$ cat config.mk
export PLATFORM = sky130hd
export DESIGN_NAME = utf8_decode_display_width
export DESIGN_NICKNAME = d
export VERILOG_FILES = /design/src/hdl/utf8dw_pkg.sv /design/src/hdl/utf8_decode_display_width.sv
export VERILOG_INCLUDE_DIRS = /design/src /design/src/hdl
export SDC_FILE = /design/constraint.sdc
export NUM_CORES = 1
export LEC_CHECK = 0
export ABC_AREA = 0
export BUFFER_PORTS_ARGS = -buffer_cell sky130_fd_sc_hd__buf_4
export CAP_MARGIN = 0
export CORE_MARGIN = 2
export CORE_UTILIZATION = 40
export CTS_CLUSTER_DIAMETER = 50
export DETAILED_ROUTE_END_ITERATION = 6
export PLACE_DENSITY = 0.65
export SLEW_MARGIN = 40
export SYNTH_ARGS = -nofsm -noshare
export SYNTH_HDL_FRONTEND = slang
export SYNTH_SLANG_ARGS = --single-unit
$ cat constraint.sdc
create_clock -name clk -period 5.8 [get_ports clk]
set_input_delay 0.87 -clock clk [delete_from_list [all_inputs] [get_ports clk]]
set_output_delay 0.87 -clock clk [all_outputs]
set_load 0.01 [all_outputs]
$ cat src/hdl/utf8_decode_display_width_assert.svh
// assertion macros shared by the decoder rtl
`ifndef UTF8_DECODE_DISPLAY_WIDTH_ASSERT_SVH
`define UTF8_DECODE_DISPLAY_WIDTH_ASSERT_SVH

`ifndef NO_ASSERTIONS

// same-cycle implication
`define ASSERT_IMP(label, clk, rst_n, ante, cons, msg) \
	label: assert property (@(posedge clk) disable iff (!(rst_n)) (ante) |-> (cons)) \
		else $error(msg);

// next-cycle implication
`define ASSERT_NXT(label, clk, rst_n, ante, cons, msg) \
	label: assert property (@(posedge clk) disable iff (!(rst_n)) (ante) |=> (cons)) \
		else $error(msg);

`else

`define ASSERT_IMP(label, clk, rst_n, ante, cons, msg)
`define ASSERT_NXT(label, clk, rst_n, ante, cons, msg)

`endif

`endif

$ cat src/hdl/utf8dw_pkg.sv
// ----------------------------------------------------------------------------
// utf8dw_pkg
// Constants and the display width lookup for the utf-8 width decoder.
// ----------------------------------------------------------------------------
`default_nettype none

package utf8dw_pkg;

	localparam int POINT_BITS = 21;
	localparam int COLS_BITS  = 2;
	localparam int WSUM_BITS  = 16;

	typedef logic [POINT_BITS-1:0] point_t;
	typedef logic [COLS_BITS-1:0]  cols_t;

	localparam point_t REPL_POINT = 21'h00FFFD;

	localparam logic [7:0] MASK_L2   = 8'hE0;
	localparam logic [7:0] CODE_L2   = 8'hC0;
	localparam logic [7:0] MASK_L3   = 8'hF0;
	localparam logic [7:0] CODE_L3   = 8'hE0;
	localparam logic [7:0] MASK_L4   = 8'hF8;
	localparam logic [7:0] CODE_L4   = 8'hF0;
	localparam logic [7:0] MASK_CONT = 8'hC0;
	localparam logic [7:0] CODE_CONT = 8'h80;
	localparam logic [7:0] BITS_CONT = 8'h3F;
	localparam logic [7:0] BITS_L2   = 8'h1F;
	localparam logic [7:0] BITS_L3   = 8'h0F;
	localparam logic [7:0] BITS_L4   = 8'h07;

	localparam cols_t COLS_ZERO = 2'd0;
	localparam cols_t COLS_ONE  = 2'd1;
	localparam cols_t COLS_TWO  = 2'd2;

	function automatic logic in_span(input point_t cp, input point_t lo, input point_t hi);
		return (cp >= lo) && (cp <= hi);
	endfunction

	function automatic logic is_zero_width(input point_t cp);
		return in_span(cp, 21'h00000, 21'h0001F) || in_span(cp, 21'h0007F, 21'h0009F) ||
			in_span(cp, 21'h00300, 21'h0036F) || in_span(cp, 21'h00483, 21'h00489) ||
			in_span(cp, 21'h00591, 21'h005BD) || in_span(cp, 21'h005BF, 21'h005BF) ||
			in_span(cp, 21'h005C1, 21'h005C2) || in_span(cp, 21'h005C4, 21'h005C5) ||
			in_span(cp, 21'h005C7, 21'h005C7) || in_span(cp, 21'h00610, 21'h0061A) ||
			in_span(cp, 21'h0064B, 21'h0065F) || in_span(cp, 21'h00670, 21'h00670) ||
			in_span(cp, 21'h006D6, 21'h006DC) || in_span(cp, 21'h006DF, 21'h006E4) ||
			in_span(cp, 21'h006E7, 21'h006E8) || in_span(cp, 21'h006EA, 21'h006ED) ||
			in_span(cp, 21'h00711, 21'h00711) || in_span(cp, 21'h00730, 21'h0074A) ||
			in_span(cp, 21'h007A6, 21'h007B0) || in_span(cp, 21'h007EB, 21'h007F3) ||
			in_span(cp, 21'h00816, 21'h00823) || in_span(cp, 21'h00825, 21'h0082D) ||
			in_span(cp, 21'h00900, 21'h00902) || in_span(cp, 21'h0093A, 21'h0093A) ||
			in_span(cp, 21'h0093C, 21'h0093C) || in_span(cp, 21'h00941, 21'h00948) ||
			in_span(cp, 21'h0094D, 21'h0094D) || in_span(cp, 21'h00951, 21'h00957) ||
			in_span(cp, 21'h00962, 21'h00963) || in_span(cp, 21'h01160, 21'h011FF) ||
			in_span(cp, 21'h020D0, 21'h020F0) || in_span(cp, 21'h0FE20, 21'h0FE2F) ||
			in_span(cp, 21'h0FEFF, 21'h0FEFF) || in_span(cp, 21'hE0000, 21'hE01FF);
	endfunction

	function automatic logic is_wide(input point_t cp);
		return in_span(cp, 21'h01100, 21'h0115F) || in_span(cp, 21'h02E80, 21'h02EFF) ||
			in_span(cp, 21'h02F00, 21'h02FDF) || in_span(cp, 21'h02FF0, 21'h02FFF) ||
			in_span(cp, 21'h03000, 21'h0303F) || in_span(cp, 21'h03040, 21'h033FF) ||
			in_span(cp, 21'h03400, 21'h04DBF) || in_span(cp, 21'h04E00, 21'h09FFF) ||
			in_span(cp, 21'h0A000, 21'h0A4CF) || in_span(cp, 21'h0A960, 21'h0A97F) ||
			in_span(cp, 21'h0AC00, 21'h0D7AF) || in_span(cp, 21'h0D7B0, 21'h0D7FF) ||
			in_span(cp, 21'h0F900, 21'h0FAFF) || in_span(cp, 21'h0FE10, 21'h0FE1F) ||
			in_span(cp, 21'h0FE30, 21'h0FE4F) || in_span(cp, 21'h0FF00, 21'h0FF60) ||
			in_span(cp, 21'h0FFE0, 21'h0FFE6) || in_span(cp, 21'h1B000, 21'h1B0FF) ||
			in_span(cp, 21'h1F004, 21'h1F004) || in_span(cp, 21'h1F0CF, 21'h1F0CF) ||
			in_span(cp, 21'h1F200, 21'h1F2FF) || in_span(cp, 21'h1F300, 21'h1F64F) ||
			in_span(cp, 21'h1F900, 21'h1F9FF) || in_span(cp, 21'h20000, 21'h2FFFD) ||
			in_span(cp, 21'h30000, 21'h3FFFD);
	endfunction

	function automatic cols_t cols_of(input point_t cp);
		cols_t c;
		if (is_zero_width(cp)) begin
			c = COLS_ZERO;
		end else if (is_wide(cp)) begin
			c = COLS_TWO;
		end else begin
			c = COLS_ONE;
		end
		return c;
	endfunction

endpackage

`default_nettype wire

$ cat src/hdl/utf8_decode_display_width.sv
// ----------------------------------------------------------------------------
// utf8_decode_display_width
// UTF-8 byte stream decoder with per-character display width and string sum.
// ----------------------------------------------------------------------------
// One byte is taken per cycle into an input register while in_stall is low;
// decode, the width range tables and the saturating sum sit between that
// register and the result register, with no other register in between.
// Most bytes give zero or one result and keep the full rate of one byte per
// cycle while out_stall is low. A byte that gives two results (a broken
// sequence then a complete character or a new bad lead, or an unfinished
// sequence cut by the end flag) holds the input until its second result is
// emitted, as the result channel carries one code point per cycle. The
// running width sum and decoder clear after the result flagged string_done.
`default_nettype none
`include "utf8_decode_display_width_assert.svh"

module utf8_decode_display_width #(
	parameter int SUM_BITS = 16
) (
	input  wire                                  clk,
	input  wire                                  arst_n,
	input  wire                                  in_valid,
	output logic                                 in_stall,
	input  wire  [7:0]                           data_byte,
	input  wire                                  end_of_string,
	output logic                                 out_valid,
	input  wire                                  out_stall,
	output logic [utf8dw_pkg::POINT_BITS-1:0]    code_point,
	output logic [utf8dw_pkg::COLS_BITS-1:0]     char_width,
	output logic                                 malformed,
	output logic [utf8dw_pkg::WSUM_BITS-1:0]     width_sum,
	output logic                                 string_done
);
	import utf8dw_pkg::*;

	// input register
	logic       valid_s1;
	logic       phase_s1;
	logic [7:0] byte_s1;
	logic       eos_s1;

	// decoder state
	point_t        partial_q;
	logic [1:0]    pend_q;
	logic [SUM_BITS-1:0] sum_q;

	// result register
	logic   out_valid_q;
	point_t cp_q;
	cols_t  cols_q;
	logic   bad_q;
	logic [SUM_BITS-1:0] wsum_q;
	logic   done_q;

	// decode
	logic   is_cont, is_ascii, is_l2, is_l3, is_l4, is_multi;
	logic   mid_bad, do_lead, cont_step, cont_done, lead_res, end_res;
	logic [1:0] lead_len, pend_after;
	point_t cont_point, lead_point, lead_part, partial_next;
	logic   lead_bad;
	logic [1:0] n_res;
	point_t r0_cp, r1_cp, cur_cp;
	logic   r0_bad, r1_bad, cur_bad, cur_last, cur_done;
	cols_t  cur_cols;
	logic [SUM_BITS:0]   sum_add;
	logic [SUM_BITS-1:0] sum_next;
	logic [SUM_BITS+WSUM_BITS-1:0] wsum_ext;
	logic   emit, s1_done, s1_load;

	always_comb begin
		is_cont  = (byte_s1 & MASK_CONT) == CODE_CONT;
		is_ascii = !byte_s1[7];
		is_l2    = (byte_s1 & MASK_L2) == CODE_L2;
		is_l3    = (byte_s1 & MASK_L3) == CODE_L3;
		is_l4    = (byte_s1 & MASK_L4) == CODE_L4;
		is_multi = is_l2 || is_l3 || is_l4;

		lead_len  = is_l2 ? 2'd1 : (is_l3 ? 2'd2 : 2'd3);
		lead_part = is_l2 ? point_t'(byte_s1 & BITS_L2) :
			(is_l3 ? point_t'(byte_s1 & BITS_L3) : point_t'(byte_s1 & BITS_L4));

		cont_step  = (pend_q != 2'd0) && is_cont;
		mid_bad    = (pend_q != 2'd0) && !is_cont;
		do_lead    = (pend_q == 2'd0) || mid_bad;
		cont_done  = cont_step && (pend_q == 2'd1);
		cont_point = {partial_q[POINT_BITS-7:0], byte_s1[5:0] & BITS_CONT[5:0]};

		lead_res   = do_lead && !is_multi;
		lead_point = is_ascii ? point_t'(byte_s1) : REPL_POINT;
		lead_bad   = !is_ascii;

		if (cont_step) begin
			pend_after   = pend_q - 2'd1;
			partial_next = cont_point;
		end else if (do_lead && is_multi) begin
			pend_after   = lead_len;
			partial_next = lead_part;
		end else begin
			pend_after   = 2'd0;
			partial_next = partial_q;
		end

		// sequence cut short by the end flag
		end_res = eos_s1 && (pend_after != 2'd0);

		n_res = 2'(cont_done) + 2'(mid_bad) + 2'(lead_res) + 2'(end_res);

		if (cont_done) begin
			r0_cp = cont_point; r0_bad = 1'b0;
		end else if (mid_bad) begin
			r0_cp = REPL_POINT; r0_bad = 1'b1;
		end else if (lead_res) begin
			r0_cp = lead_point; r0_bad = lead_bad;
		end else begin
			r0_cp = REPL_POINT; r0_bad = 1'b1;
		end
		if (mid_bad && lead_res) begin
			r1_cp = lead_point; r1_bad = lead_bad;
		end else begin
			r1_cp = REPL_POINT; r1_bad = 1'b1;
		end

		cur_cp   = phase_s1 ? r1_cp : r0_cp;
		cur_bad  = phase_s1 ? r1_bad : r0_bad;
		cur_last = (n_res == 2'd1) || phase_s1;
		cur_done = eos_s1 && cur_last;
		cur_cols = cols_of(cur_cp);

		sum_add  = {1'b0, sum_q} + (SUM_BITS+1)'(cur_cols);
		sum_next = sum_add[SUM_BITS] ? {SUM_BITS{1'b1}} : sum_add[SUM_BITS-1:0];

		emit    = valid_s1 && (n_res != 2'd0) && (!out_valid_q || !out_stall);
		s1_done = valid_s1 && ((n_res == 2'd0) || (emit && cur_last));
		s1_load = in_valid && !in_stall;
	end

	assign in_stall = valid_s1 && !s1_done;

	always_ff @(posedge clk or negedge arst_n) begin
		if (!arst_n) begin
			valid_s1 <= 1'b0;
			phase_s1 <= 1'b0;
		end else begin
			if (s1_load) begin
				valid_s1 <= 1'b1;
			end else if (s1_done) begin
				valid_s1 <= 1'b0;
			end
			if (s1_done) begin
				phase_s1 <= 1'b0;
			end else if (emit) begin
				phase_s1 <= 1'b1;
			end
		end
	end

	always_ff @(posedge clk) begin
		if (s1_load) begin
			byte_s1 <= data_byte;
			eos_s1  <= end_of_string;
		end
	end

	always_ff @(posedge clk or negedge arst_n) begin
		if (!arst_n) begin
			partial_q <= '0;
			pend_q    <= 2'd0;
			sum_q     <= '0;
		end else begin
			if (s1_done) begin
				if (eos_s1) begin
					partial_q <= '0;
					pend_q    <= 2'd0;
				end else begin
					partial_q <= partial_next;
					pend_q    <= pend_after;
				end
			end
			if (emit) begin
				sum_q <= cur_done ? '0 : sum_next;
			end
		end
	end

	always_ff @(posedge clk or negedge arst_n) begin
		if (!arst_n) begin
			out_valid_q <= 1'b0;
		end else if (emit) begin
			out_valid_q <= 1'b1;
		end else if (!out_stall) begin
			out_valid_q <= 1'b0;
		end
	end

	always_ff @(posedge clk) begin
		if (emit) begin
			cp_q   <= cur_cp;
			cols_q <= cur_cols;
			bad_q  <= cur_bad;
			wsum_q <= sum_next;
			done_q <= cur_done;
		end
	end

	assign wsum_ext    = {{WSUM_BITS{1'b0}}, wsum_q};
	assign out_valid   = out_valid_q;
	assign code_point  = cp_q;
	assign char_width  = cols_q;
	assign malformed   = bad_q;
	assign width_sum   = wsum_ext[WSUM_BITS-1:0];
	assign string_done = done_q;

	`ASSERT_IMP(a_stall_needs_item, clk, arst_n, in_stall, valid_s1, "stall without held item")
	`ASSERT_IMP(a_phase_needs_item, clk, arst_n, phase_s1, valid_s1, "second result without item")
	`ASSERT_NXT(a_sum_clears, clk, arst_n, emit && cur_done, sum_q == '0, "sum not cleared at end")
	`ASSERT_NXT(a_state_clears, clk, arst_n, s1_done && eos_s1, pend_q == 2'd0,
		"decoder not idle after end")
	`ASSERT_IMP(a_repl_cols, clk, arst_n, out_valid_q && bad_q,
		(cp_q == REPL_POINT) && (cols_q == COLS_ONE), "bad replacement result")

endmodule

`default_nettype wire

# ---- After elaboration in Yosys (flattened, before gate mapping)
# Cells that the tools add are included.
dict set report classes {
  add_sub_neg 5
  order_cmp 118
  n_eq_ne 7
  mux 31
  reduce_logical 151
}
# cell n
set ops {}
lappend ops {{greater-or-equal comparator 21 x 11 -> 1 bit (second input constant)} 17}
lappend ops {{less-or-equal comparator 21 x 11 -> 1 bit (second input constant)} 17}
lappend ops {{less-or-equal comparator 21 x 16 -> 1 bit (second input constant)} 12}
lappend ops {{greater-or-equal comparator 21 x 16 -> 1 bit (second input constant)} 11}
lappend ops {{greater-or-equal comparator 21 x 12 -> 1 bit (second input constant)} 9}
lappend ops {{less-or-equal comparator 21 x 12 -> 1 bit (second input constant)} 9}
lappend ops {{greater-or-equal comparator 21 x 14 -> 1 bit (second input constant)} 7}
lappend ops {{greater-or-equal comparator 21 x 17 -> 1 bit (second input constant)} 6}
lappend ops {{less-or-equal comparator 21 x 14 -> 1 bit (second input constant)} 6}
lappend ops {{less-or-equal comparator 21 x 17 -> 1 bit (second input constant)} 6}
lappend ops {{2-to-1 mux 16 bit} 5}
lappend ops {{logical AND 1 bit} 73}
lappend ops {{logical OR 1 bit} 63}
lappend ops {{2-to-1 mux 21 bit} 3}
lappend ops {{2-to-1 mux 15 bit} 3}
lappend ops {{greater-or-equal comparator 21 x 13 -> 1 bit (second input constant)} 2}
lappend ops {{greater-or-equal comparator 21 x 18 -> 1 bit (second input constant)} 2}
lappend ops {{less-or-equal comparator 21 x 13 -> 1 bit (second input constant)} 2}
lappend ops {{less-or-equal comparator 21 x 18 -> 1 bit (second input constant)} 2}
lappend ops {{greater-or-equal comparator 21 x 1 -> 1 bit (second input constant)} 1}
lappend ops {{greater-or-equal comparator 21 x 10 -> 1 bit (second input constant)} 1}
lappend ops {{greater-or-equal comparator 21 x 15 -> 1 bit (second input constant)} 1}
lappend ops {{greater-or-equal comparator 21 x 20 -> 1 bit (second input constant)} 1}
lappend ops {{greater-or-equal comparator 21 x 7 -> 1 bit (second input constant)} 1}
lappend ops {{24 further kinds} 52}
dict set report word_totals {
  regBits 86
  inputBits 13
  output_inout_bits 43
  word_cells 325
}

# ---- Longest topological paths before layout
# Gate-level depths: netlist (run 1).
dict set report logic_depth {
  ltp_word 48
  ltp_mapped 26
  mapped_depth_nobuf 23
}

# ---- Worst setup path after synthesis (run 1)
# OpenSTA, ideal clock, no wires.
dict set report synth_timing {
  path_kind {register -> register}
  startpoint {register pend_q[0]}
  endpoint {register sum_q[1]}
  arrival_ps 4935
  setup_slack_ps 764
  path_stages_with_launch 24
  synth_period_minus_slack_ps 5036
  cell_sequence {dfrtp_1 > inv_1 > ha_1 > nor2b_1 > o311a_1 > inv_2 > nand3_1 > or3_4 > a2111oi_2 > o21ai_1 > a311oi_2 > nand4_2 > nor4_2 > ha_1 > inv_1 > fa_1 > nand3b_1 > nor2_1 > nand4_1 > or3_1 > clkbuf_1 > nand2_1 > nand2_1 > o21ai_0}
}
dict set report synth_between {
  elab_chain_len 47
  elab_cells_between_ends 268
  classes_between {5 x add/sub; 118 x order compare; 2 x eq/ne; 11 x mux; 132 x reduce/logical}
}
# element line
set synth_lines {}
lappend synth_lines {{start, declared} utf8_decode_display_width.sv:44} ;# logic [1:0] pend_q;
lappend synth_lines {{start signal, assigned} utf8_decode_display_width.sv:176} ;# pend_q <= pend_after;
lappend synth_lines {{nonzero test 2 bit} {utf8_decode_display_width.sv:82, utf8_decode_display_width.sv:83}}
lappend synth_lines {{logical AND 1 bit} utf8_decode_display_width.sv:83} ;# mid_bad = (pend_q != 2'd0) && !is_cont;
lappend synth_lines {{logical OR 1 bit} utf8_decode_display_width.sv:84} ;# do_lead = (pend_q == 2'd0) || mid_bad;
lappend synth_lines {{logical AND 1 bit} utf8_decode_display_width.sv:88} ;# lead_res = do_lead && !is_multi;
lappend synth_lines {{2-to-1 mux 16 bit} utf8_decode_display_width.sv:112} ;# end else if (lead_res) begin
lappend synth_lines {{2-to-1 mux 21 bit} utf8_decode_display_width.sv:110} ;# end else if (mid_bad) begin
lappend synth_lines {{2-to-1 mux 21 bit} utf8_decode_display_width.sv:108} ;# if (cont_done) begin
lappend synth_lines {{2-to-1 mux 21 bit (*)} utf8_decode_display_width.sv:123} ;# cur_cp = phase_s1 ? r1_cp : r0_cp;
lappend synth_lines {{[32 not listed]} --}
lappend synth_lines {{logical OR 1 bit (2 in series)} utf8dw_pkg.sv:55} ;# in_span(cp, 21'h020D0, 21'h020F0) || in_span(cp, 21'h0FE20, 21'h0FE2F) ||
lappend synth_lines {{logical OR 1 bit} utf8dw_pkg.sv:56} ;# in_span(cp, 21'h0FEFF, 21'h0FEFF) || in_span(cp, 21'hE0000, 21'hE01FF);
lappend synth_lines {{2-to-1 mux 2 bit (*)} utf8dw_pkg.sv:77} ;# if (is_zero_width(cp)) begin
lappend synth_lines {{via cur_cols[1]} utf8_decode_display_width.sv:64} ;# cols_t cur_cols;
lappend synth_lines {{adder 16 x 2 -> 17 bit (*)} utf8_decode_display_width.sv:129} ;# sum_add = {1'b0, sum_q} + (SUM_BITS+1)'(cur_cols);
lappend synth_lines {{2-to-1 mux 16 bit (*)} utf8_decode_display_width.sv:130} ;# sum_next = sum_add[SUM_BITS] ? {SUM_BITS{1'b1}} : sum_add[SUM_BITS-1:0];
lappend synth_lines {{via sum_next[1]} utf8_decode_display_width.sv:66} ;# logic [SUM_BITS-1:0] sum_next;
lappend synth_lines {{2-to-1 mux 16 bit (*)} utf8_decode_display_width.sv:180} ;# sum_q <= cur_done ? '0 : sum_next;
lappend synth_lines {{end signal, assigned} utf8_decode_display_width.sv:180}
lappend synth_lines {{end, declared} utf8_decode_display_width.sv:45} ;# logic [SUM_BITS-1:0] sum_q;
# Mark *: on every way through the listed nets, which the timed path passes. The rest lies on a longest branch.
# A chain may end at the register's enable or synchronous reset.

# ---- Final worst setup path (run 1)
dict set report layout_timing {
  startpoint {register pend_q[1]}
  endpoint {register sum_q[15]}
}
# The elaborated chain is that of the path after synthesis.

==> key figures, run 1 <==
Final layout
  • Diodes inserted: 0
  • Fillcell total: 1632
  • Multi-input gate area: 3990 sq um
  • Non-filler cells, final: 1202
  • Area added between synthesis and finish: 28.1%
  • Post-layout net count: 997
  • Design Area, Final: 8580 sq um
  • Seq. cell area: 2400 sq um
  • Share of cells above drive strength 1: 26.5%

Critical path
  • CP max-delay cell: nor4_1
  • R2R cell count: 26
  • Top delay family on crit path: simple AND/OR/NAND/NOR gates
  • Worst path bufs/invs: 6
  • CP endpoint kind: register
  • Worst EP required: 6050 ps
  • Critical path depth: 26
  • Worst path max stage delay: 540 ps
  • CP most frequent cell: buf_4
  • CP Data Arrival Time: 5880 ps
  • CP max FO: 7
  • CP Launch Type: register
  • Setup CP Type: register to register

Routing
  • ANT nets after route: 0
  • Per-cell routed wire length: 25.5 um
  • Top layer in use: met4
  • Metal3 WL: 3390 um
  • Vias per inst: 6.66
  • Drt first pass iters: 7
  • WL met1: 12100 um
  • Met2 WL: 13200 um
  • DRC Markers: 2
  • 1st-iter DRT viols: 1317
  • Wirelength, routed: 30600 um
  • Via Count: 8009

Synth
  • Yosys cell types: 90
  • FF+latch count, synth: 86
  • Sequential share of the synthesized area: 35.9%
  • Area contributors post-synth: edfxtp_1 22%, dfrtp_1 13%, nand2_1 5.7%
  • Syn avg cell area: 8.15 sq um
  • Synthesized Nets: 842
  • Synth Cell Area: 6700 sq um
  • Post-synth top flop: edfxtp_1
  • Async S/R FF share, synth: 41.9%
  • Synth warnings: 0
  • Yosys top cell area share: 22.4%
  • EDFF count, synth: 50
  • Mapped Cells: 822
  • Area leader, netlist: edfxtp_1

STA
  • Max Freq: 0.178 GHz
  • Final Hold Fails: 0
  • Total negative slack: 0 ps
  • Worst Tran Pin Value: 848 ps
  • Final min period: 5630 ps
  • Final Setup Violations: 0
  • Final Cycle Share: 97.1%
  • Post-Route Skew: 12.0 ps
  • Max Slew Vio Count: 0
  • Slew Limit Headroom: 43.1%

Floorplan
  • Die Width: 133 um
  • Die Area: 17800 sq um
  • I/O Pins: 56
  • Starting density of the core: 40.7%
  • DIE HEIGHT: 133 um
  • Total core area: 16500 sq um
  • Row count: 47

Clock network
  • # H-tree levels: 3
  • Root Buffer: clkbuf_16
  • TritonCTS clock tree: yes
  • Clock Sinks: 86
  • Largest buffer count on any clock path: 2
  • Reg clk slew, reported paths: 70 ps
  • Inserted Clock Buffers: 9
  • # hold bufs at CTS: 0
  • Clk Latency, worst-skew pair: 360 ps

Placed design
  • Port Buffers: 55
  • Placed cells: 1185
  • Placer's final routability congestion estimate: 1.14
  • DP HPWL: 23600 um
  • Dpl cell area: 8220 sq um

Pwr
  • Static Leak: 3.39 nW
  • Pwr/cell area: 581 nW/um^2
  • Worst IR Drop VDD: 0.000633 V

Global route
  • Largest net degree at the start of global routing: 44
  • Vias in the first global route: 7340
  • GRT overflow: 0
  • Initial antenna violation count: 0
  • All-Layer GR Usage: 34.0%
  • First-pass GRT wire length: 45400 um

Hold path
  • HP Class: input pin to asynchronous set/reset pin

Status
  • Failing checks: design-rule violations
  • Status: finished with violations

Flow run
  • Max Cap Viol: 0
-- final timing paths --
path	startpoint	slack (ps)	end
min in group clk	out_valid	500	out_valid
setup / recovery	pend_q[1]	170	sum_q[15]
max in group asynchronous	arst_n	4980	sum_q[14]
hold reg to reg	out_valid	500	out_valid
hold / removal	arst_n	460	partial_q[10]
setup reg to reg	pend_q[1]	170	sum_q[15]
-- synth_stat cells, drive strengths merged, types with 14 or more instances --
| library cell | n |
|---|---|
| a211oi | 14 |
| a21oi | 47 |
| a22o | 14 |
| and3 | 15 |
| buf | 26 |
| clkbuf | 30 |
| dfrtp | 36 |
| edfxtp | 50 |
| inv | 25 |
| nand2 | 103 |
| nand3 | 55 |
| nand4 | 30 |
| nor2 | 74 |
| nor3 | 41 |
| nor4 | 20 |
| o21ai | 43 |
| or3 | 17 |
-- timing repair --
item | CTS | global route
setup buffers | 0 | 1
hold endpoints to repair | 0 | 0
endpoints found under the setup margin | 0 | 32
resized for setup | 0 | 10
-- cell type report --
class / count / area share [%]
timing repair buffer: 200 / 17.6
clock buffer: 11 / 2.83
inverter: 26 / 1.14
clock inverter: 5 / 0.773
sequential: 86 / 28.0
multi-input combinational: 654 / 46.4
tap: 220 / 3.21
-- per-stage QoR --
| stage | power [mW] | hold WS [ps] | utilization [%] | worst slack (ps) |
|---|---|---|---|---|
| floorplan | 2.76 | 467 | - | 764 |
| global placement | 4.24 | 481 | 49.9 | 161 |
| detailed placement | 4.21 | 479 | 49.9 | 107 |
| CTS | 4.84 | 483 | 51.8 | 83.8 |
| global route | 5.20 | 493 | 52.1 | -2.11 |
| finish | 4.99 | 460 | 52.1 | 168 |
-- state kept, by name, indices dropped and copies added (netlist names) --
name / flops
code_point: 21
sum_q: 16
width_sum: 16
partial_q: 15
byte_s1: 8
char_width: 2
pend_q: 2
eos_s1: 1
malformed: 1
out_valid: 1
phase_s1: 1
string_done: 1
valid_s1: 1
-- kinds of logic (layout without fill, tap and decap cells) --
logic type                 after synthesis  count (layout)  share of synthesized area (%)
xor gates and xnor gates                11              11                           1.44
adders and majority gates                7               7                           1.42
AOI/OAI and AO/OA                      215             215                           22.6
buffers and inverters                   82             242                           5.34
muxes                                    1               1                          0.168
DFF                                     86              86                           35.9
and+or+nand+nor                        420             420                           33.2
-- layout by cell type, fill, tap and decap left out, types with 10 or more instances in the layout --
cell type  count
nor4_1        18
nand4_1       29
nand3b_1      10
nand2_1      101
a21oi_1       47
nand3_1       54
nor2b_1       12
edfxtp_1      50
a22o_1        14
nand2b_1      10
o21ai_0       36
nor2_1        71
inv_1         18
buf_4        199
a211oi_1      11
or3_1         16
dfrtp_1       36
and3_1        15
nor3_1        37
-- layer usage --
layer | vias up | GRT usage, %
li1 | 3448 | -
met1 | 3816 | 46.5
met2 | 613 | 49.8
met3 | 132 | 7.84
met4 | 0 | 18.7
met5 | - | 0
-- where the power goes --
group          total, mW  internal (mW)  switching (mW)
Sequential          1.13          0.986           0.142
Clock              0.632          0.352           0.280
Combinational       3.23           1.17            2.06
Total               4.99           2.50            2.49
Note: power is estimated with default switching activity, not from simulation.
==> run 2: changes to the inputs <==
- CORE_ASPECT_RATIO: unset -> 0.7
==> run 2 against run 1 <==
  * The flow now finishes without violations
  * Power increased by 2.5%
  * Highest routed layer unchanged
  * Worst hold slack improved by 3.8 ps
  * First-iteration DRC count up 14%
  * Sequential share of layout area decreased by 0.14 points
  * Routed wire length increased by 9.1%
  * Non-clock buffer count down 8
  * Worst setup slack gained 56 ps
  * Utilization increased by 0.65 points
==> key figures, run 2 (synthesis gave the netlist of run 1 again) <==
STA
  • Slew Limit Headroom: 39.8%
  • Max Slew Vio Count: 0
  • Max Freq: 0.179 GHz
  • Total negative slack: 0 ps
  • Final Setup Violations: 0
  • WHS: 464 ps
  • Post-Route Skew: 8.47 ps
  • Worst Tran Pin Value: 896 ps
  • Final Cycle Share: 96.1%
  • Setup WS post-layout: 224 ps
  • Final Hold Fails: 0
  • Final min period: 5580 ps

Placed design
  • Placer's final routability congestion estimate: 1.12
  • Port Buffers: 55
  • Dpl cell area: 8190 sq um
  • Pre-CTS WS: -99.8 ps
  • DP HPWL: 26100 um

Flow run
  • Max Cap Viol: 0

Pwr
  • Clock power frac: 12.2%
  • Comb pwr share: 65.1%
  • P_sw: 2.62 mW
  • Static Leak: 3.38 nW
  • Internal: 2.49 mW
  • Seq pwr share: 22.8%
  • Worst IR Drop VDD: 0.000856 V
  • Pwr/cell area: 593 nW/um^2
  • PnR Total Power: 5.12 mW
  • Sw Ratio: 51.3%

Final layout
  • Area added between synthesis and finish: 28.8%
  • Share of cells above drive strength 1: 26.6%
  • Commonest cells after routing, fill and taps aside: 190 x buf_4, 101 x nand2_1, 72 x nor2_1, 54 x nand3_1, 50 x edfxtp_1
  • Post-layout net count: 989
  • Commonest non-fill, non-tap cell in the layout: buf_4
  • Design Area, Final: 8630 sq um
  • Diodes inserted: 0
  • Largest register FFs: 21

Critical path
  • Critical Path, Cell by Cell: inv_1 -> ha_2 -> nand4bb_4 -> a31oi_2 -> buf_4 -> inv_2 -> or3_1 -> a31oi_1 -> nor2_1 -> a22oi_1 -> nand4_1 -> nor4_4 -> ha_2 -> inv_1 -> fa_1 -> nand3b_1 -> nor2_2 -> nand4_1 -> buf_4 -> nor2_1 -> nand2_1 -> nor2_1 -> a21oi_1 -> a22o_1
  • Worst path max stage delay: 410 ps
  • CP max-delay cell: a31oi_1
  • CP most frequent cell: nor2_1
  • Setup CP Type: register to register
  • CP Launch Type: register
  • CP Data Arrival Time: 5820 ps
  • Worst EP required: 6040 ps
  • CP endpoint kind: register
  • CP max FO: 11

Routing
  • Drt first pass iters: 6
  • 1st-iter DRT viols: 1502
  • Vias per inst: 6.75
  • ANT nets after route: 0
  • Per-cell routed wire length: 27.9 um
  • Wirelength, routed: 33400 um
  • DRC Markers: 0
  • Via Count: 8092

Clock network
  • # H-tree levels: 3
  • Clock Sinks: 86
  • TritonCTS clock tree: yes
  • Inserted Clock Buffers: 9
  • Reg clk slew, reported paths: 70 ps
  • Clk Latency, worst-skew pair: 360 ps
  • Largest buffer count on any clock path: 2
  • Root Buffer: clkbuf_16

Floorplan
  • DIE HEIGHT: 112 um
  • Row count: 39
  • I/O Pins: 56
  • Die Area: 17800 sq um
  • Die Width: 159 um
  • Starting density of the core: 41.0%
  • Total core area: 16300 sq um

Hold path
  • HP Class: input pin to asynchronous set/reset pin

Global route
  • GRT overflow: 0
  • Largest net degree at the start of global routing: 44
  • Vias in the first global route: 7423
  • Initial antenna violation count: 0
  • First-pass GRT wire length: 49500 um
  • All-Layer GR Usage: 38.1%

Status
  • Status: finished clean
## run 2: changes by cell type in the layout (fill, tap and decap cells not counted), sizes merged
cell	delta
clkinv	+1
buf	-8
clkbuf	-1
## run 2: per-layer routing
metal	part of all wire [%]	routed length (um)	global-route usage [%]	up-vias
met5	0	0	0	-
met4	2.0	676	6.31	0
met3	17	5570	16.5	76
met2	39	12900	49.5	679
met1	43	14300	58.4	3902
li1	-	-	-	3435
## run 2: path summary, 6_finish.rpt
check	cells past startpoint	end	startpoint	slack, ps
max	24	sum_q[14]	pend_q[1]	220
min	1	sum_q[3]	arst_n	460
max reg2reg	24	sum_q[14]	pend_q[1]	220
min reg2reg	1	phase_s1	valid_s1	520
max in group asynchronous	1	partial_q[8]	arst_n	4990
min in group clk	1	phase_s1	valid_s1	520
## run 2: final cells by class
class,count,area [sq um]
clock buffer,10,250
clock inverter,6,66.3
multi-input combinational,654,4060
timing repair buffer,192,1470
tap,225,282
sequential,86,2400
inverter,26,97.6
fill,1557,7720
## run 2: critical path: cells and delay by family, from the launching register on
| family | cells | cell delay (ps) |
|---|---|---|
| AND/OR/NAND/NOR | 11 | 2270 |
| flip-flops | 1 | 380 |
| adder cells (fa/ha/maj) | 3 | 880 |
| buffers and inverters | 5 | 650 |
| AO/OA/AOI/OAI | 5 | 1280 |
## run 2: stage by stage
stage	cells	utilization [%]
floorplan	822	-
finish	1199	52.8
global placement	1182	50.0
CTS	1198	52.1
global route	1199	52.8
detailed placement	1182	50.1
## run 2: power groups by stage
| stage | Combinational [mW] | Sequential, mW | Clock [mW] |
|---|---|---|---|
| floorplan | 1.58 | 1.17 | 0 |
| global placement | 3.16 | 1.16 | 0 |
| detailed placement | 3.12 | 1.17 | 0 |
| CTS | 3.13 | 1.16 | 0.634 |
| global route | 3.47 | 1.19 | 0.658 |
| finish | 3.33 | 1.16 | 0.623 |
## run 2: timing repair
action,CTS,global route
pin swaps,0,1
hold buffers,0,0
resized for setup,2,16
buffers inserted,0,1
setup endpoints to repair,26,32
==> run 3: changes to the inputs <==
- ABC_AREA: 0 -> 1
==> run 3 against run 2 <==
  * Count of clock-buffer cells in the layout is the same
  * Die area is 8.7% higher
  * Sequential share of layout area shrank 3.6 points
  * Global-route usage is 4.0 points lower
  * Register-to-register slack improved by 200 ps
  * Worst setup slack better by 200 ps
  * Largest cell class unchanged
==> key figures, run 3 <==
Status
  • Status: finished clean

Placed design
  • Port Buffers: 55
  • Dpl cell area: 9410 sq um
  • DP HPWL: 27000 um
  • Placer's final routability congestion estimate: 1.04

Critical path
  • CP endpoint kind: register
  • CP Launch Type: register
  • CP max-delay cell: fa_1
  • Worst path max stage delay: 390 ps
  • Setup CP Type: register to register
  • CP Data Arrival Time: 5580 ps
  • CP max FO: 5
  • CP most frequent cell: buf_4
  • Worst EP required: 6000 ps

Pwr
  • Seq pwr share: 19.8%
  • Internal: 2.80 mW
  • Comb pwr share: 69.7%
  • Pwr/cell area: 586 nW/um^2
  • Worst IR Drop VDD: 0.000631 V
  • PnR Total Power: 5.80 mW
  • P_sw: 3.00 mW
  • Static Leak: 4.67 nW
  • Sw Ratio: 51.8%
  • Clock power frac: 10.5%

Routing
  • Per-cell routed wire length: 20.5 um
  • Vias per inst: 5.53
  • ANT nets after route: 0
  • Via Count: 8759
  • Wirelength, routed: 32400 um
  • Drt first pass iters: 6
  • 1st-iter DRT viols: 1124
  • DRC Markers: 0

Hold path
  • HP Class: input pin to asynchronous set/reset pin

Final layout
  • Fillcell total: 1760
  • Largest register FFs: 21
  • Diodes inserted: 0
  • Commonest non-fill, non-tap cell in the layout: nand2_1
  • Post-layout net count: 1362
  • Share of cells above drive strength 1: 29.6%
  • Commonest cells after routing, fill and taps aside: 277 x nand2_1, 249 x buf_4, 142 x nor2_1, 119 x inv_1, 107 x nand3_1
  • Area added between synthesis and finish: 35.8%
  • Design Area, Final: 9910 sq um

Clock network
  • Clk Latency, worst-skew pair: 350 ps
  • Clock Sinks: 86
  • Root Buffer: clkbuf_16
  • TritonCTS clock tree: yes
  • Reg clk slew, reported paths: 70 ps
  • Largest buffer count on any clock path: 2
  • # H-tree levels: 3
  • Inserted Clock Buffers: 9

Synth
  • Yosys cell types: 47
  • Area leader, netlist: edfxtp_1
  • Yosys top cell area share: 20.6%
  • Commonest cells in the synthesized netlist: 282 x nand2_1, 152 x nor2_1, 122 x inv_1
  • Post-synth top flop: edfxtp_1
  • Syn avg cell area: 6.66 sq um
  • Area contributors post-synth: edfxtp_1 21%, nand2_1 15%, dfrtp_1 12%
  • Synthesized Nets: 1116
  • EDFF count, synth: 50
  • Async S/R FF share, synth: 41.9%
  • Synth warnings: 0
  • Mapped Cells: 1096
  • FF+latch count, synth: 86
  • Top-count cell post-synth: nand2_1
  • Sequential share of the synthesized area: 32.9%
  • Synth Cell Area: 7300 sq um

STA
  • Max Freq: 0.186 GHz
  • Final Cycle Share: 92.7%
  • Worst Tran Pin Value: 714 ps
  • Slew Limit Headroom: 52.4%
  • Final min period: 5380 ps
  • Max Slew Vio Count: 0
  • Total negative slack: 0 ps
  • Final Hold Fails: 0
  • Post-Route Skew: 9.37 ps
  • Final Setup Violations: 0

Floorplan
  • Row count: 41
  • Starting density of the core: 40.7%
  • Die Area: 19400 sq um
  • DIE HEIGHT: 117 um
  • I/O Pins: 56
  • Die Width: 165 um
  • Total core area: 18000 sq um

Global route
  • All-Layer GR Usage: 34.2%
  • Initial antenna violation count: 0
  • First-pass GRT wire length: 47900 um
  • Vias in the first global route: 7927
  • GRT overflow: 0
  • Largest net degree at the start of global routing: 54

Flow run
  • Max Cap Viol: 0
run 3: cell types whose count changed in the layout (fill, tap and decap cells not counted), moves of 16 or more:
cell     delta
buf_4      +59
inv_1     +101
nand2_1   +176
nand2_2    +23
nand3_1    +53
nand4_1    +18
nor2_1     +70
nor2_2     +22
or3_1      -16
run 3: cells by family (layout without fill, tap and decap cells):
kind of cell               after synthesis  after routing  share of synthesized area, %
AOI/OAI and AO/OA                      116            116                          8.81
xor gates and xnor gates                 8              8                         0.960
adders and majority gates                7              7                          1.30
buffers and inverters                  161            412                          8.98
DFF                                     86             86                          32.9
and+or+nand+nor                        718            718                          47.0
run 3: cell type report:
| type | instances | area [sq um] | area share, % |
|---|---|---|---|
| multi-input cells | 849 | 4380 | 44.2 |
| flip-flops and latches | 86 | 2400 | 24.2 |
| repair buffers | 255 | 1990 | 20.1 |
| inverters | 141 | 534 | 5.39 |
| well taps | 236 | 295 | 2.98 |
| clock buffers | 10 | 229 | 2.31 |
| clock inverters | 6 | 78.8 | 0.795 |
run 3: worst paths after layout:
kind                                   start      endpoint  slack [ps]  depth (start not counted)
worst max-delay path               pend_q[0]     sum_q[14]         420                         37
worst min-delay path                  arst_n      valid_s1         470                          1
worst max register to register     pend_q[0]     sum_q[14]         420                         37
worst min register to register  partial_q[9]  partial_q[9]         510                          2
max in group asynchronous             arst_n      sum_q[1]        4980                          1
min in group clk                partial_q[9]  partial_q[9]         510                          2
run 3: worst max-delay path, delay by kind of cell (launching register included):
family          cells  cell delay (ps)
simple gates       20             2440
buf+inv            10             1150
fa+ha+maj           3              740
compound gates      4              490
flops               1              380
run 3: metrics by stage:
step	std cells	util, %	hold WS (ps)	setup slack (ps)
after global placement	1562	52.4	473	-36.6
final	1583	55.2	470	424
after CTS	1579	54.2	490	35.1
after global routing	1583	55.2	506	-6.68
after detailed placement	1562	52.4	488	-5.91
after floorplan	1096	-	449	1010
run 3: power by group through the flow:
| stage | registers (mW) | logic, mW | clock network, mW |
|---|---|---|---|
| 2_1_floorplan | 1.22 | 1.88 | 0 |
| 3_3_place_gp | 1.15 | 3.84 | 0 |
| 3_5_place_dp | 1.16 | 3.82 | 0 |
| 4_1_cts | 1.15 | 3.84 | 0.613 |
| 5_1_grt | 1.18 | 4.32 | 0.639 |
| 6_report | 1.15 | 4.05 | 0.607 |
run 3: repair_timing:
item | 4_1_cts | 5_1_grt
pin swaps | 1 | 8
setup buffers | 1 | 4
gates cloned | 0 | 0
hold buffers | 0 | 0
endpoints found under the setup margin | 2 | 32
resized for setup | 1 | 35
run 3: layer usage:
layer / part of all wire, % / GRT usage, % / vias up / routed length (um)
li1: - / - / 4140 / -
met1: 47 / 52.4 / 4021 / 15200
met2: 37 / 44.2 / 528 / 12000
met3: 13 / 12.6 / 70 / 4340
met4: 2.6 / 8.85 / 0 / 831
met5: 0 / 0 / - / 0
